File: src/design/rapd_pkg.sv
// rapd_pkg: shared widths, opcodes, status codes, register indexes and reset values
// for the rotate-to-heading PD controller. No dependencies.
`default_nettype none

package rapd_pkg;

  // field widths
  localparam int unsigned OP_W     = 1;
  localparam int unsigned GYRO_W   = 16;
  localparam int unsigned TIME_W   = 16;
  localparam int unsigned POWER_W  = 8;
  localparam int unsigned STATUS_W = 2;

  // config register widths
  localparam int unsigned TARGET_W = 10;
  localparam int unsigned PLIM_W   = 7;
  localparam int unsigned KP_W     = 10;
  localparam int unsigned KD_W     = 11;
  localparam int unsigned DLIM_W   = 7;
  localparam int unsigned THR_W    = 8;
  localparam int unsigned BRAKE_W  = 7;

  // stored error width
  localparam int unsigned ERR_STORE_W = 18;

  // apb
  localparam int unsigned ADDR_W = 5;
  localparam int unsigned DATA_W = 32;

  // item opcodes
  localparam logic [OP_W-1:0] OP_START  = 1'b0;
  localparam logic [OP_W-1:0] OP_SAMPLE = 1'b1;

  // result status codes
  localparam logic [STATUS_W-1:0] ST_RUNNING = 2'd0;
  localparam logic [STATUS_W-1:0] ST_BRAKING = 2'd1;
  localparam logic [STATUS_W-1:0] ST_TIMEOUT = 2'd2;
  localparam logic [STATUS_W-1:0] ST_IDLE    = 2'd3;

  // register indexes (paddr[4:2])
  localparam logic [2:0] REG_TARGET  = 3'd0;
  localparam logic [2:0] REG_MAXTIME = 3'd1;
  localparam logic [2:0] REG_PLIM    = 3'd2;
  localparam logic [2:0] REG_KP      = 3'd3;
  localparam logic [2:0] REG_KD      = 3'd4;
  localparam logic [2:0] REG_DLIM    = 3'd5;
  localparam logic [2:0] REG_THR     = 3'd6;
  localparam logic [2:0] REG_BRAKE   = 3'd7;

  // register reset values
  localparam logic signed [TARGET_W-1:0] TARGET_RST  = 10'sd90;
  localparam logic [TIME_W-1:0]          MAXTIME_RST = 16'd1000;
  localparam logic [PLIM_W-1:0]          PLIM_RST    = 7'd100;
  localparam logic [KP_W-1:0]            KP_RST      = 10'd74;
  localparam logic [KD_W-1:0]            KD_RST      = 11'd512;
  localparam logic [DLIM_W-1:0]          DLIM_RST    = 7'd30;
  localparam logic [THR_W-1:0]           THR_RST     = 8'd15;
  localparam logic [BRAKE_W-1:0]         BRAKE_RST   = 7'd40;

endpackage

`default_nettype wire

File: src/design/rapd_in_if.sv
// rapd_in_if: valid/ready channel carrying one controller input item.
// Depends on rapd_pkg for field widths.
`default_nettype none

interface rapd_in_if
  import rapd_pkg::*;
();

  logic                     valid;
  logic                     ready;
  logic [OP_W-1:0]          op;
  logic signed [GYRO_W-1:0] gyro_reading;
  logic [TIME_W-1:0]        elapsed_time;

  modport source (output valid, op, gyro_reading, elapsed_time, input ready);
  modport sink   (input valid, op, gyro_reading, elapsed_time, output ready);

endinterface

`default_nettype wire

File: src/design/rapd_out_if.sv
// rapd_out_if: valid/ready channel carrying one controller result item.
// Depends on rapd_pkg for field widths.
`default_nettype none

interface rapd_out_if
  import rapd_pkg::*;
();

  logic                      valid;
  logic                      ready;
  logic signed [POWER_W-1:0] left_power;
  logic signed [POWER_W-1:0] right_power;
  logic [STATUS_W-1:0]       status;

  modport source (output valid, left_power, right_power, status, input ready);
  modport sink   (input valid, left_power, right_power, status, output ready);

endinterface

`default_nettype wire

File: src/design/rotate_angle_pd_controller.sv
// rotate_angle_pd_controller: rotate-to-heading PD controller with a clamped
// derivative term. Depends on rapd_pkg, rapd_in_if and rapd_out_if.
//
// Usage:
//   item   : input channel; op selects start or sample, a sample carries the
//            gyro heading and the elapsed time. One result per item.
//   result : output channel with left/right drive power and a status code.
//   APB    : eight 32-bit registers at byte offsets 0x00..0x1c; write them only
//            while no item is in flight. pready is tied high.
// Flow: an accepted item is latched in the input register; its result is
//   computed from it and loaded into the result register once that register
//   is free, and is offered from then on.
// Throughput: one item per cycle unless stalled; the only loop is the stored
//   error and the armed flag, updated in the same cycle the result is formed.
// Stall: while the result is not taken, the input register still accepts one
//   more item and then holds it; item.ready drops only when both are full.
// Reset: rst (synchronous) empties both registers, disarms the controller,
//   clears the stored error and loads the register defaults.
`default_nettype none

module rotate_angle_pd_controller
  import rapd_pkg::*;
(
  input  wire logic              clk,
  input  wire logic              rst,
  rapd_in_if.sink                item,
  rapd_out_if.source             result,
  input  wire logic              psel,
  input  wire logic              penable,
  input  wire logic              pwrite,
  input  wire logic [ADDR_W-1:0] paddr,
  input  wire logic [DATA_W-1:0] pwdata,
  output logic [DATA_W-1:0]      prdata,
  output logic                   pready
);

  // configuration registers
  logic signed [TARGET_W-1:0] target_angle;
  logic [TIME_W-1:0]          max_time;
  logic [PLIM_W-1:0]          power_limit;
  logic [KP_W-1:0]            kp_q8;
  logic [KD_W-1:0]            kd_q8;
  logic [DLIM_W-1:0]          deriv_limit;
  logic [THR_W-1:0]           success_threshold;
  logic [BRAKE_W-1:0]         brake_power;

  // controller state
  logic signed [ERR_STORE_W-1:0] previous_error;
  logic                          active;

  // input register
  logic                     in_valid;
  logic [OP_W-1:0]          in_op;
  logic signed [GYRO_W-1:0] in_gyro;
  logic [TIME_W-1:0]        in_time;

  // result register
  logic                      out_valid;
  logic signed [POWER_W-1:0] out_left;
  logic signed [POWER_W-1:0] out_right;
  logic [STATUS_W-1:0]       out_status;

  logic cfg_write;
  logic out_free;
  logic advance;

  // datapath
  logic signed [13:0] target10;
  logic signed [16:0] err;
  logic [16:0]        abs_err;
  logic               reached;
  logic               timed_out;
  logic signed [18:0] diff;
  logic signed [30:0] dprod;
  logic signed [30:0] dlim;
  logic signed [30:0] dterm;
  logic signed [27:0] pprod;
  logic signed [30:0] sum;
  logic signed [30:0] sum_adj;
  logic signed [30:0] pshift;
  logic signed [30:0] plim;
  logic signed [POWER_W-1:0] p_drive;
  logic signed [POWER_W-1:0] brake;

  logic signed [POWER_W-1:0]     left_next;
  logic signed [POWER_W-1:0]     right_next;
  logic [STATUS_W-1:0]           status_next;
  logic                          active_next;
  logic signed [ERR_STORE_W-1:0] previous_error_next;

  // apb write and read
  assign pready    = 1'b1;
  assign cfg_write = psel && penable && pwrite && pready;

  always_ff @(posedge clk) begin
    if (rst) begin
      target_angle      <= TARGET_RST;
      max_time          <= MAXTIME_RST;
      power_limit       <= PLIM_RST;
      kp_q8             <= KP_RST;
      kd_q8             <= KD_RST;
      deriv_limit       <= DLIM_RST;
      success_threshold <= THR_RST;
      brake_power       <= BRAKE_RST;
    end else if (cfg_write) begin
      unique case (paddr[4:2])
        REG_TARGET:  target_angle      <= $signed(pwdata[TARGET_W-1:0]);
        REG_MAXTIME: max_time          <= pwdata[TIME_W-1:0];
        REG_PLIM:    power_limit       <= pwdata[PLIM_W-1:0];
        REG_KP:      kp_q8             <= pwdata[KP_W-1:0];
        REG_KD:      kd_q8             <= pwdata[KD_W-1:0];
        REG_DLIM:    deriv_limit       <= pwdata[DLIM_W-1:0];
        REG_THR:     success_threshold <= pwdata[THR_W-1:0];
        REG_BRAKE:   brake_power       <= pwdata[BRAKE_W-1:0];
        default:     ;
      endcase
    end
  end

  always_comb begin
    unique case (paddr[4:2])
      REG_TARGET:  prdata = {22'd0, target_angle};
      REG_MAXTIME: prdata = {16'd0, max_time};
      REG_PLIM:    prdata = {25'd0, power_limit};
      REG_KP:      prdata = {22'd0, kp_q8};
      REG_KD:      prdata = {21'd0, kd_q8};
      REG_DLIM:    prdata = {25'd0, deriv_limit};
      REG_THR:     prdata = {24'd0, success_threshold};
      REG_BRAKE:   prdata = {25'd0, brake_power};
      default:     prdata = '0;
    endcase
  end

  // handshake: input register moves on when the result register is free
  assign out_free   = !out_valid || result.ready;
  assign advance    = in_valid && out_free;
  assign item.ready = !in_valid || out_free;

  always_ff @(posedge clk) begin
    if (rst) begin
      in_valid <= 1'b0;
    end else if (item.ready) begin
      in_valid <= item.valid;
    end
  end

  always_ff @(posedge clk) begin
    if (item.valid && item.ready) begin
      in_op   <= item.op;
      in_gyro <= item.gyro_reading;
      in_time <= item.elapsed_time;
    end
  end

  // heading error and completion test
  assign target10  = 14'(target_angle) * 14'sd10;
  assign err       = 17'(target10) - 17'(in_gyro);
  assign abs_err   = err[16] ? 17'(-err) : 17'(err);
  assign reached   = abs_err < {9'd0, success_threshold};
  assign timed_out = in_time >= max_time;

  // derivative term with symmetric clamp
  assign diff  = 19'(err) - 19'(previous_error);
  assign dprod = 31'(diff) * $signed({20'd0, kd_q8});
  assign dlim  = $signed({16'd0, deriv_limit, 8'd0});

  always_comb begin
    if (dprod > dlim) begin
      dterm = dlim;
    end else if (dprod < -dlim) begin
      dterm = -dlim;
    end else begin
      dterm = dprod;
    end
  end

  // proportional term, sum, truncation toward zero
  assign pprod   = 28'(err) * $signed({18'd0, kp_q8});
  assign sum     = 31'(pprod) + dterm;
  assign sum_adj = sum + (sum[30] ? 31'sd255 : 31'sd0);
  assign pshift  = sum_adj >>> 8;
  assign plim    = $signed({24'd0, power_limit});

  // power clamp
  always_comb begin
    if (pshift > plim) begin
      p_drive = POWER_W'(plim);
    end else if (pshift < -plim) begin
      p_drive = POWER_W'(-plim);
    end else begin
      p_drive = POWER_W'(pshift);
    end
  end

  assign brake = $signed({1'b0, brake_power});

  // result and state update selection
  always_comb begin
    left_next           = '0;
    right_next          = '0;
    status_next         = ST_RUNNING;
    active_next         = active;
    previous_error_next = previous_error;
    if (in_op == OP_START) begin
      active_next         = 1'b1;
      previous_error_next = '0;
    end else if (!active) begin
      status_next = ST_IDLE;
    end else if (timed_out) begin
      status_next = ST_TIMEOUT;
      active_next = 1'b0;
    end else if (reached) begin
      status_next = ST_BRAKING;
      active_next = 1'b0;
      if (target10 > 14'sd0) begin
        left_next  = brake;
        right_next = -brake;
      end else begin
        left_next  = -brake;
        right_next = brake;
      end
    end else begin
      left_next           = -p_drive;
      right_next          = p_drive;
      previous_error_next = ERR_STORE_W'(err);
    end
  end

  // controller state
  always_ff @(posedge clk) begin
    if (rst) begin
      active         <= 1'b0;
      previous_error <= '0;
    end else if (advance) begin
      active         <= active_next;
      previous_error <= previous_error_next;
    end
  end

  // result register
  always_ff @(posedge clk) begin
    if (rst) begin
      out_valid <= 1'b0;
    end else if (out_free) begin
      out_valid <= in_valid;
    end
  end

  always_ff @(posedge clk) begin
    if (advance) begin
      out_left   <= left_next;
      out_right  <= right_next;
      out_status <= status_next;
    end
  end

  assign result.valid       = out_valid;
  assign result.left_power  = out_left;
  assign result.right_power = out_right;
  assign result.status      = out_status;

endmodule

`default_nettype wire

File: src/flat_wrapper.sv
// flat-port wrapper written by rule: the top's interface ports become plain ports
module rotate_angle_pd_controller_flat import rapd_pkg::*;
  (clk, rst, psel, penable, pwrite, paddr, pwdata, prdata, pready, item_valid, item_op, item_gyro_reading, item_elapsed_time, item_ready, result_valid, result_left_power, result_right_power, result_status, result_ready);
  rapd_in_if item_i ();
  rapd_out_if result_i ();
  input  wire logic clk;
  input  wire logic rst;
  input  wire logic psel;
  input  wire logic penable;
  input  wire logic pwrite;
  input  wire logic [ADDR_W-1:0] paddr;
  input  wire logic [DATA_W-1:0] pwdata;
  output logic [DATA_W-1:0] prdata;
  output logic pready;
  input wire logic [$bits(item_i.valid)-1:0] item_valid;
  input wire logic [$bits(item_i.op)-1:0] item_op;
  input wire logic [$bits(item_i.gyro_reading)-1:0] item_gyro_reading;
  input wire logic [$bits(item_i.elapsed_time)-1:0] item_elapsed_time;
  output wire logic [$bits(item_i.ready)-1:0] item_ready;
  output wire logic [$bits(result_i.valid)-1:0] result_valid;
  output wire logic [$bits(result_i.left_power)-1:0] result_left_power;
  output wire logic [$bits(result_i.right_power)-1:0] result_right_power;
  output wire logic [$bits(result_i.status)-1:0] result_status;
  input wire logic [$bits(result_i.ready)-1:0] result_ready;
  assign item_i.valid = item_valid;
  assign item_i.op = item_op;
  assign item_i.gyro_reading = item_gyro_reading;
  assign item_i.elapsed_time = item_elapsed_time;
  assign item_ready = item_i.ready;
  assign result_valid = result_i.valid;
  assign result_left_power = result_i.left_power;
  assign result_right_power = result_i.right_power;
  assign result_status = result_i.status;
  assign result_i.ready = result_ready;
  rotate_angle_pd_controller u_core (.clk(clk), .rst(rst), .item(item_i), .result(result_i), .psel(psel), .penable(penable), .pwrite(pwrite), .paddr(paddr), .pwdata(pwdata), .prdata(prdata), .pready(pready));
endmodule
File: config.mk
export PLATFORM = sky130hd
export DESIGN_NAME = rotate_angle_pd_controller_flat
export DESIGN_NICKNAME = d
export VERILOG_FILES = /design/src/design/rapd_pkg.sv /design/src/design/rapd_in_if.sv /design/src/design/rapd_out_if.sv /design/src/design/rotate_angle_pd_controller.sv /design/src/flat_wrapper.sv
export SDC_FILE = /design/constraint.sdc
export NUM_CORES = 2
export LEC_CHECK = 0
export BUFFER_PORTS_ARGS = -buffer_cell sky130_fd_sc_hd__buf_2
export CAP_MARGIN = 40
export CELL_PAD_IN_SITES_DETAIL_PLACEMENT = 0
export CELL_PAD_IN_SITES_GLOBAL_PLACEMENT = 2
export CORE_UTILIZATION = 40
export CTS_CLUSTER_SIZE = 25
export DETAILED_ROUTE_END_ITERATION = 7
export PLACE_DENSITY = 0.84
export SLEW_MARGIN = 20
export SYNTH_ARGS = -nofsm -noshare
export SYNTH_HDL_FRONTEND = slang
export SYNTH_SLANG_ARGS = --single-unit
export TNS_END_PERCENT = 20
File: constraint.sdc
create_clock -name clk -period 26.5 [get_ports clk]
set_input_delay 6.625 -clock clk [delete_from_list [all_inputs] [get_ports clk]]
set_output_delay 6.625 -clock clk [all_outputs]
set_load 0.005 [all_outputs]
Word-level counts from Yosys, hierarchy flattened
Cells that the tools add are included.

Bits in registers: 148. Input bits: 77. Output and inout port bits: 53. Logic and storage cells: 90.

$add $sub $neg: 9. Multipliers: 3. $lt $le $gt $ge: 7. Equality and inequality tests: 10. Multiplexer cells: 22. Bitwise operators: 2. Reductions and logical operators: 19.

Operators by type and width (count): $pmux 32 s8 (1); $mux 18 (4); $mux 31 (2); $mux 8 (7); $add 28x31->31 (1); $add 31x9->31 (1); $gt 31x16->1 (1); $lt 23x31->1 (1); $lt 31x31->1 (1); $mul 19x12->31 (1); $neg 15->31 (1); $neg 7->31 (1); $mul 17x11->28 (1); $gt 23x8->1 (1); $sub 17x18->19 (1); $lt 17x8->1 (1); $mux 17 (1); $neg 17->17 (1); $sub 14x16->17 (1); $ge 16x16->1 (1); $reduce_and 2->1 (8); $gt 14x1->1 const B (1); $mul 10x4->13 const B (1); $eq 3x3->1 const B (4); 15 further kinds (28).

Depth between registers and ports, before layout
Depth in word-level cells: 15. Mapped depth: 96. Gate-level depth less buffers: 91.

Worst setup path before layout
OpenSTA, ideal clock, no wires.

Path kind: flip-flop to flip-flop. Start point: register u_core.target_angle[1]. End point: register u_core.out_left[7] (netlist: u_core.result.left_power[7]), data pin. Setup time: 0.265 ns. Arrival: 20.233 ns. Required time: 26.235 ns. Slack: 6.001 ns. Stages on the path, launching flop included: 89. Path buffers: 6. Clock period less this slack: 20.499 ns. Cells stage by stage: dfxtp_1 > ha_1 > ha_1 > fa_1 > ha_1 > a21boi_0 > o21ai_0 > a21boi_0 > o21a_1 > o21ai_0 > and2_1 > clkbuf_1 > ha_1 > o21ai_0 > nand2b_1 > and2_1 > o21ai_0 > nand2b_1 > (+53 left out) > nor2b_1 > o21a_1 > o21a_1 > o21a_1 > o21a_1 > o21a_1 > o22a_1 > nor4_1 > and3_1 > nand4_1 > o22a_2 > o31a_1 > a211oi_1 > mux2_2 > o311a_4 > and4_1 > nand4_1 > nand3_1.

Word-level cells in the longest chain between the ends: 15. Elaborated cells between the ends (all ways): 23. Classes of those cells: add/sub: 6; mul: 3; order compare: 6; mux: 8.

RTL lines: start: declaration (RTL line rotate_angle_pd_controller.sv:38) `logic signed [TARGET_W-1:0] target_angle;`; start signal: assignment (RTL line rotate_angle_pd_controller.sv:107) `REG_TARGET: target_angle <= $signed(pwdata[TARGET_W-1:0]);`; $mul 10x4->13 * (RTL line rotate_angle_pd_controller.sv:156) `assign target10 = 14'(target_angle) * 14'sd10;`; $sub 14x16->17 (RTL line rotate_angle_pd_controller.sv:157) `assign err = 17'(target10) - 17'(in_gyro);`; $sub 17x18->19 (RTL line rotate_angle_pd_controller.sv:163) `assign diff = 19'(err) - 19'(previous_error);`; $mul 19x12->31 (RTL line rotate_angle_pd_controller.sv:164) `assign dprod = 31'(diff) * $signed({20'd0, kd_q8});`; $lt 31x31->1 (RTL line rotate_angle_pd_controller.sv:170) `end else if (dprod < -dlim) begin`; $mux 31 (RTL line rotate_angle_pd_controller.sv:170); $mux 31 (RTL line rotate_angle_pd_controller.sv:168) `if (dprod > dlim) begin`; $add 28x31->31 (RTL line rotate_angle_pd_controller.sv:179) `assign sum = 31'(pprod) + dterm;`; $mux 8 (RTL line rotate_angle_pd_controller.sv:180) `assign sum_adj = sum + (sum[30] ? 31'sd255 : 31'sd0);`; $add 31x9->31 (RTL line rotate_angle_pd_controller.sv:180); $lt 23x31->1 (RTL line rotate_angle_pd_controller.sv:188) `end else if (pshift < -plim) begin`; $mux 8 (RTL line rotate_angle_pd_controller.sv:188); $mux 8 (RTL line rotate_angle_pd_controller.sv:186) `if (pshift > plim) begin`; $neg 8->8 (RTL line rotate_angle_pd_controller.sv:223) `left_next = -p_drive;`; $mux 8 * (RTL line rotate_angle_pd_controller.sv:212) `end else if (reached) begin`; end signal: assignment (RTL line rotate_angle_pd_controller.sv:251) `out_left <= left_next;`; end: declaration (RTL line rotate_angle_pd_controller.sv:59) `logic signed [POWER_W-1:0] out_left;`.

Every way passes the cells marked *; elsewhere a longest branch is shown, timed or not. A chain may end at the register's enable or synchronous reset.

Worst setup path after layout
Start point: register u_core.in_gyro[0]. End point: register u_core.out_left[7] (netlist: u_core.result.left_power[7]), data pin.

Word-level cells in the longest chain between the ends: 14. Elaborated cells between the ends (all ways): 20. Classes of those cells: add/sub: 6; mul: 2; order compare: 5; mux: 7.

RTL lines: start: declaration (RTL line rotate_angle_pd_controller.sv:54) `logic signed [GYRO_W-1:0] in_gyro;`; start signal: assignment (RTL line rotate_angle_pd_controller.sv:150) `in_gyro <= item.gyro_reading;`; $sub 14x16->17 * (RTL line rotate_angle_pd_controller.sv:157); $sub 17x18->19 (RTL line rotate_angle_pd_controller.sv:163); $mul 19x12->31 (RTL line rotate_angle_pd_controller.sv:164); $lt 31x31->1 (RTL line rotate_angle_pd_controller.sv:170); $mux 31 (RTL line rotate_angle_pd_controller.sv:170); $mux 31 (RTL line rotate_angle_pd_controller.sv:168); $add 28x31->31 (RTL line rotate_angle_pd_controller.sv:179); $mux 8 (RTL line rotate_angle_pd_controller.sv:180); $add 31x9->31 (RTL line rotate_angle_pd_controller.sv:180); $lt 23x31->1 (RTL line rotate_angle_pd_controller.sv:188); $mux 8 (RTL line rotate_angle_pd_controller.sv:188); $mux 8 (RTL line rotate_angle_pd_controller.sv:186); $neg 8->8 (RTL line rotate_angle_pd_controller.sv:223); $mux 8 * (RTL line rotate_angle_pd_controller.sv:212).

Marked as above.

==> impl_results.html <==
<table>
<tr><th>Metric</th><th>Value</th></tr>
<tr><th colspan="2">Placed design</th></tr>
<tr><td>PortBufs</td><td>94</td></tr>
<tr><td>DP Cell Count</td><td>roughly 4300</td></tr>
<tr><td>Detailed placer's ending HPWL</td><td>around 67000 um</td></tr>
<tr><td>Post-DP Area</td><td>roughly 30000 um2</td></tr>
<tr><td>Final weighted congestion in routability-driven placement</td><td>0.8724</td></tr>
<tr><th colspan="2">Synth</th></tr>
<tr><td>Portion of synthesized cell area occupied by the leading cell type</td><td>0.2703</td></tr>
<tr><td>Post-Synthesis Mean Instance Area</td><td>~8.5 um2</td></tr>
<tr><td>Warnings from Yosys</td><td>0</td></tr>
<tr><td>Most used flip-flop cell after synthesis</td><td>sky130_fd_sc_hd__dfxtp_1</td></tr>
<tr><td>Top cells by area in the synthesized netlist</td><td>sky130_fd_sc_hd__fa_1, sky130_fd_sc_hd__ha_1, sky130_fd_sc_hd__inv_1</td></tr>
<tr><td>Flip-flop and latch count after synthesis</td><td>roughly 150</td></tr>
<tr><td>Cell accounting for the most synthesized area</td><td>sky130_fd_sc_hd__fa_1</td></tr>
<tr><td>Gate count of the mapped netlist</td><td>approximately 3300</td></tr>
<tr><td>FFs w/ async S/R, synth</td><td>0</td></tr>
<tr><td>Cell with the most instances after synthesis</td><td>sky130_fd_sc_hd__inv_1</td></tr>
<tr><td>Most used standard cells in the synthesized netlist</td><td>sky130_fd_sc_hd__inv_1, sky130_fd_sc_hd__fa_1, sky130_fd_sc_hd__nand2_1</td></tr>
<tr><td>Sequential-to-total area share from yosys stat</td><td>0.1210</td></tr>
<tr><td>Number of enable-type register cells in the synthesized netlist</td><td>50</td></tr>
<tr><td>Syn Std Cell Area</td><td>between 20000 and 30000 um2</td></tr>
<tr><td>Synth unique cells</td><td>103</td></tr>
<tr><th colspan="2">Worst hold path</th></tr>
<tr><td>Class of the most critical hold timing path</td><td>flip-flop to flip-flop</td></tr>
<tr><td>Cell count of the worst hold path</td><td>2</td></tr>
<tr><td>Source of the worst hold timing path</td><td>u_core.max_time[11]</td></tr>
<tr><th colspan="2">Worst setup path</th></tr>
<tr><td>Startpoint type of the worst setup path</td><td>flip-flop</td></tr>
<tr><td>Crit path DAT</td><td>~24000 ps</td></tr>
<tr><td>Worst setup slack for register-to-register paths</td><td>2880 ps</td></tr>
<tr><td>Crit path to</td><td>u_core.result.left_power[7]</td></tr>
<tr><td>Beginning of the worst register-to-register path</td><td>u_core.in_gyro[0]</td></tr>
<tr><td>Required time worst endpoint</td><td>26680 ps</td></tr>
<tr><td>Capturing element type of the critical path</td><td>flip-flop</td></tr>
<tr><td>Endpoint of the most critical register-to-register path</td><td>u_core.result.left_power[7]</td></tr>
<tr><td>Critical path type</td><td>flip-flop to flip-flop</td></tr>
<tr><td>Worst setup path startpoint</td><td>u_core.in_gyro[0]</td></tr>
<tr><td>Stage delay of the slowest cell on the critical path</td><td>about 1100 ps</td></tr>
<tr><td>Count of cells along the worst register-to-register path</td><td>85</td></tr>
<tr><td>Worst path slowest cell</td><td>sky130_fd_sc_hd__fa_1</td></tr>
<tr><td>Worst-path fanout max</td><td>16</td></tr>
<tr><th colspan="2">Timing</th></tr>
<tr><td>RSZ-0062 raised after global routing</td><td>false</td></tr>
<tr><td>Ratio of final minimum period to clock period</td><td>0.8915</td></tr>
<tr><td>Worst slew margin relative to its limit</td><td>0.3352</td></tr>
<tr><td>Final-report hold violation count</td><td>0</td></tr>
<tr><td>Worst-Margin Slew</td><td>983.3 ps</td></tr>
<tr><td>Aggregate negative setup slack</td><td>0 ps</td></tr>
<tr><td>Fmax achieved</td><td>approximately 0.042 GHz</td></tr>
<tr><td>Post-layout min period</td><td>around 24000 ps</td></tr>
<tr><td>Setup-violating endpoint count in the final report</td><td>0</td></tr>
<tr><td>Final max-slew violation count</td><td>0</td></tr>
<tr><td>Clock Skews</td><td>between 10 and 15 ps</td></tr>
<tr><th colspan="2">Detailed routing</th></tr>
<tr><td>Post-DR vias/cell</td><td>5.325</td></tr>
<tr><td>Total length of routed wires</td><td>approximately 81000 um</td></tr>
<tr><td>Met1 WL</td><td>37080 um</td></tr>
<tr><td>Number of DRC markers in iteration 0</td><td>around 1400</td></tr>
<tr><td>Top routing layer used</td><td>met4</td></tr>
<tr><td>Count of unresolved DRC violations after routing</td><td>0</td></tr>
<tr><td>Met2 wire length</td><td>about 39000 um</td></tr>
<tr><td>Routed length on met3</td><td>around 3000 um</td></tr>
<tr><td>Detail Route Antenna Nets</td><td>0</td></tr>
<tr><td>Wire length per cell</td><td>18.80 um</td></tr>
<tr><td>DR pass1 iterations</td><td>5</td></tr>
<tr><td>DR vias</td><td>about 23000</td></tr>
<tr><th colspan="2">Power and ir drop</th></tr>
<tr><td>Switching fraction of total power</td><td>0.5542</td></tr>
<tr><td>Combinational group share of total power</td><td>0.843</td></tr>
<tr><td>Switching power summed over all nets</td><td>1.681 mW</td></tr>
<tr><td>Worst ir drop on vdd</td><td>between 0.00009 and 0.0001 V</td></tr>
<tr><td>Power per Cell Area</td><td>around 100 nW/um2</td></tr>
<tr><td>Sequential power share</td><td>0.080</td></tr>
<tr><td>Share of total power in the clock network</td><td>0.078</td></tr>
<tr><td>Leakage power figure</td><td>between 10 and 15 nW</td></tr>
<tr><td>Internal power component</td><td>between 1 and 1.5 mW</td></tr>
<tr><th colspan="2">Finish</th></tr>
<tr><td>Number of non-filler instances in the completed layout</td><td>about 4300</td></tr>
<tr><td>Total Nets Final</td><td>slightly above 4000</td></tr>
<tr><td>Fraction of final layout cells sized beyond drive strength 1</td><td>0.07369</td></tr>
<tr><td>Layout fillers</td><td>between 7000 and 8000</td></tr>
<tr><td>Synthesis-to-finish area growth</td><td>7.570%</td></tr>
<tr><td>Final std cell area, no fill</td><td>30440 um2</td></tr>
<tr><td>Utilization of the core after routing</td><td>0.4347</td></tr>
<tr><th colspan="2">GRT</th></tr>
<tr><td>Wire length of the first global-routing pass</td><td>approximately 130000 um</td></tr>
<tr><td>Grt total ovfl</td><td>0</td></tr>
<tr><td>Maximum number of pins on one net before global-route repair</td><td>80</td></tr>
<tr><td>Global routing usage summed across all routing layers</td><td>0.2281</td></tr>
<tr><td>Via count of the first global-routing pass</td><td>23300</td></tr>
<tr><td>Number of antenna violations at the first check in global routing</td><td>1</td></tr>
<tr><th colspan="2">Run status</th></tr>
<tr><td>Run status</td><td>complete, no violations</td></tr>
<tr><th colspan="2">CTS</th></tr>
<tr><td>Setup bufs post-CTS</td><td>0</td></tr>
<tr><td>Clk Latency, worst-skew pair</td><td>450 ps</td></tr>
<tr><td>Quantity of gates resized following cts</td><td>0</td></tr>
<tr><td>Clock H-tree levels</td><td>4</td></tr>
<tr><td>Number of buffers added by the clock tree synthesis step</td><td>17</td></tr>
<tr><td>Sinks on the clock net</td><td>146</td></tr>
<tr><td>Clock-pin slew on the worst setup and hold paths</td><td>approximately 60 ps</td></tr>
<tr><td>Clock tree root buffer cell</td><td>sky130_fd_sc_hd__clkbuf_16</td></tr>
<tr><td>TritonCTS clock tree</td><td>done</td></tr>
<tr><td>Number of hold buffers added after CTS</td><td>0</td></tr>
<tr><td>Worst-case clock buffer depth</td><td>2</td></tr>
<tr><th colspan="2">Floorplan</th></tr>
<tr><td>Effective utilization at floorplan</td><td>0.4041</td></tr>
<tr><td>Chip width</td><td>~270 um</td></tr>
<tr><td>DIE HEIGHT</td><td>around 270 um</td></tr>
<tr><td>Number of I/O pins</td><td>130</td></tr>
<tr><td>Number of standard-cell rows in the floorplan</td><td>97</td></tr>
<tr><td>Core area</td><td>about 70000 um2</td></tr>
<tr><td>DIE AREA</td><td>71810 um2</td></tr>
<tr><th colspan="2">Job</th></tr>
<tr><td>Max Cap Viol</td><td>0</td></tr>
</table>
## stage by stage
step | setup WS, ps | hold slack [ps] | total power, mW
floorplan | 6001 | 436.3 | 2.153
global placement | 2520 | 441.4 | 2.737
detailed placement | 3226 | 447.3 | 2.780
CTS | 3098 | 456.0 | 3.032
global route | 1521 | 481.0 | 3.342
finish | 2875 | 453.1 | 3.034
## layer usage
layer / global-route usage / up-vias
li1: - / 10960
met5: 0 / -
met4: 0.05498 / 0
met3: 0.01915 / 106
met2: 0.3901 / 472
met1: 0.3111 / 11470
## logic make-up after synthesis
logic type      share of synthesized area
buf+inv                            0.1010
flops                              0.1210
simple gates                       0.1787
other cells                     0.0002654
fa+ha+maj                          0.3914
xor+xnor                          0.04179
compound gates                     0.1435
mux                               0.02233
## worst max-delay path, delay by kind of cell, from the launching register on
| family | cells | cell delay, ps |
|---|---|---|
| AOI/OAI and AO/OA | 39 | 8640 |
| buffers and inverters | 6 | 700 |
| adders and majority gates | 15 | 7450 |
| xor gates and xnor gates | 1 | 330 |
| DFF | 1 | 740 |
| muxes | 2 | 640 |
| and+or+nand+nor | 22 | 4810 |
## placed cells by master, fill, tap and decap left out, types with 27 or more instances in the layout
cell type	n
sky130_fd_sc_hd__o211ai_1	31
sky130_fd_sc_hd__inv_1	555
sky130_fd_sc_hd__mux2i_1	46
sky130_fd_sc_hd__o21a_1	46
sky130_fd_sc_hd__a211o_1	37
sky130_fd_sc_hd__a211oi_1	30
sky130_fd_sc_hd__ha_1	274
sky130_fd_sc_hd__a21o_1	47
sky130_fd_sc_hd__nand2b_1	37
sky130_fd_sc_hd__nor2b_1	37
sky130_fd_sc_hd__o21ai_0	83
sky130_fd_sc_hd__nor2_1	213
sky130_fd_sc_hd__nand3_1	38
sky130_fd_sc_hd__fa_1	382
sky130_fd_sc_hd__buf_4	58
sky130_fd_sc_hd__nand2_1	360
sky130_fd_sc_hd__nor3_1	40
sky130_fd_sc_hd__edfxtp_1	50
sky130_fd_sc_hd__a21oi_1	133
sky130_fd_sc_hd__xor2_1	47
sky130_fd_sc_hd__dfxtp_1	96
sky130_fd_sc_hd__buf_2	96
sky130_fd_sc_hd__and2_1	167
sky130_fd_sc_hd__xnor2_1	88
sky130_fd_sc_hd__nand4_1	27
## registers in the layout, indices dropped and copies added, names as in the netlist
register	cells
u_core.active	1
u_core.brake_power	7
u_core.deriv_limit	7
u_core.in_gyro	16
u_core.in_op	1
u_core.in_time	16
u_core.in_valid	1
u_core.kd_q8	11
u_core.kp_q8	10
u_core.max_time	16
u_core.power_limit	7
u_core.previous_error	17
u_core.result.left_power	7
u_core.result.right_power	8
u_core.result.status	2
u_core.result.valid	1
u_core.success_threshold	8
u_core.target_angle	10
## worst min path at each step
stage | end | slack [ps]
floorplan | u_core.max_time[11] | 440
global placement | u_core.max_time[11] | 440
detailed placement | u_core.max_time[11] | 450
CTS | u_core.max_time[11] | 460
global route | u_core.max_time[13] | 480
finish | u_core.max_time[11] | 450
## power by group through the flow
stage | combinational (mW) | clock (mW) | sequential [mW]
floorplan | 1.91 | 0 | 0.244
global placement | 2.49 | 0 | 0.247
detailed placement | 2.53 | 0 | 0.247
CTS | 2.55 | 0.238 | 0.242
global route | 2.85 | 0.248 | 0.242
finish | 2.56 | 0.236 | 0.242
## cell type report
type	instances	area, um2	area share
Timing Repair Buffer	166	1097	0.03605
Antenna cell	1	2.502	0.00008221
Clock buffer	19	446.7	0.01468
Inverter	556	2087	0.06857
Multi-Input combinational cell	2479	22100	0.7259
Tap cell	940	1176	0.03864
Clock inverter	13	108.9	0.003576
Sequential cell	146	3423	0.1125
Power figures use the tool's default switching activity.
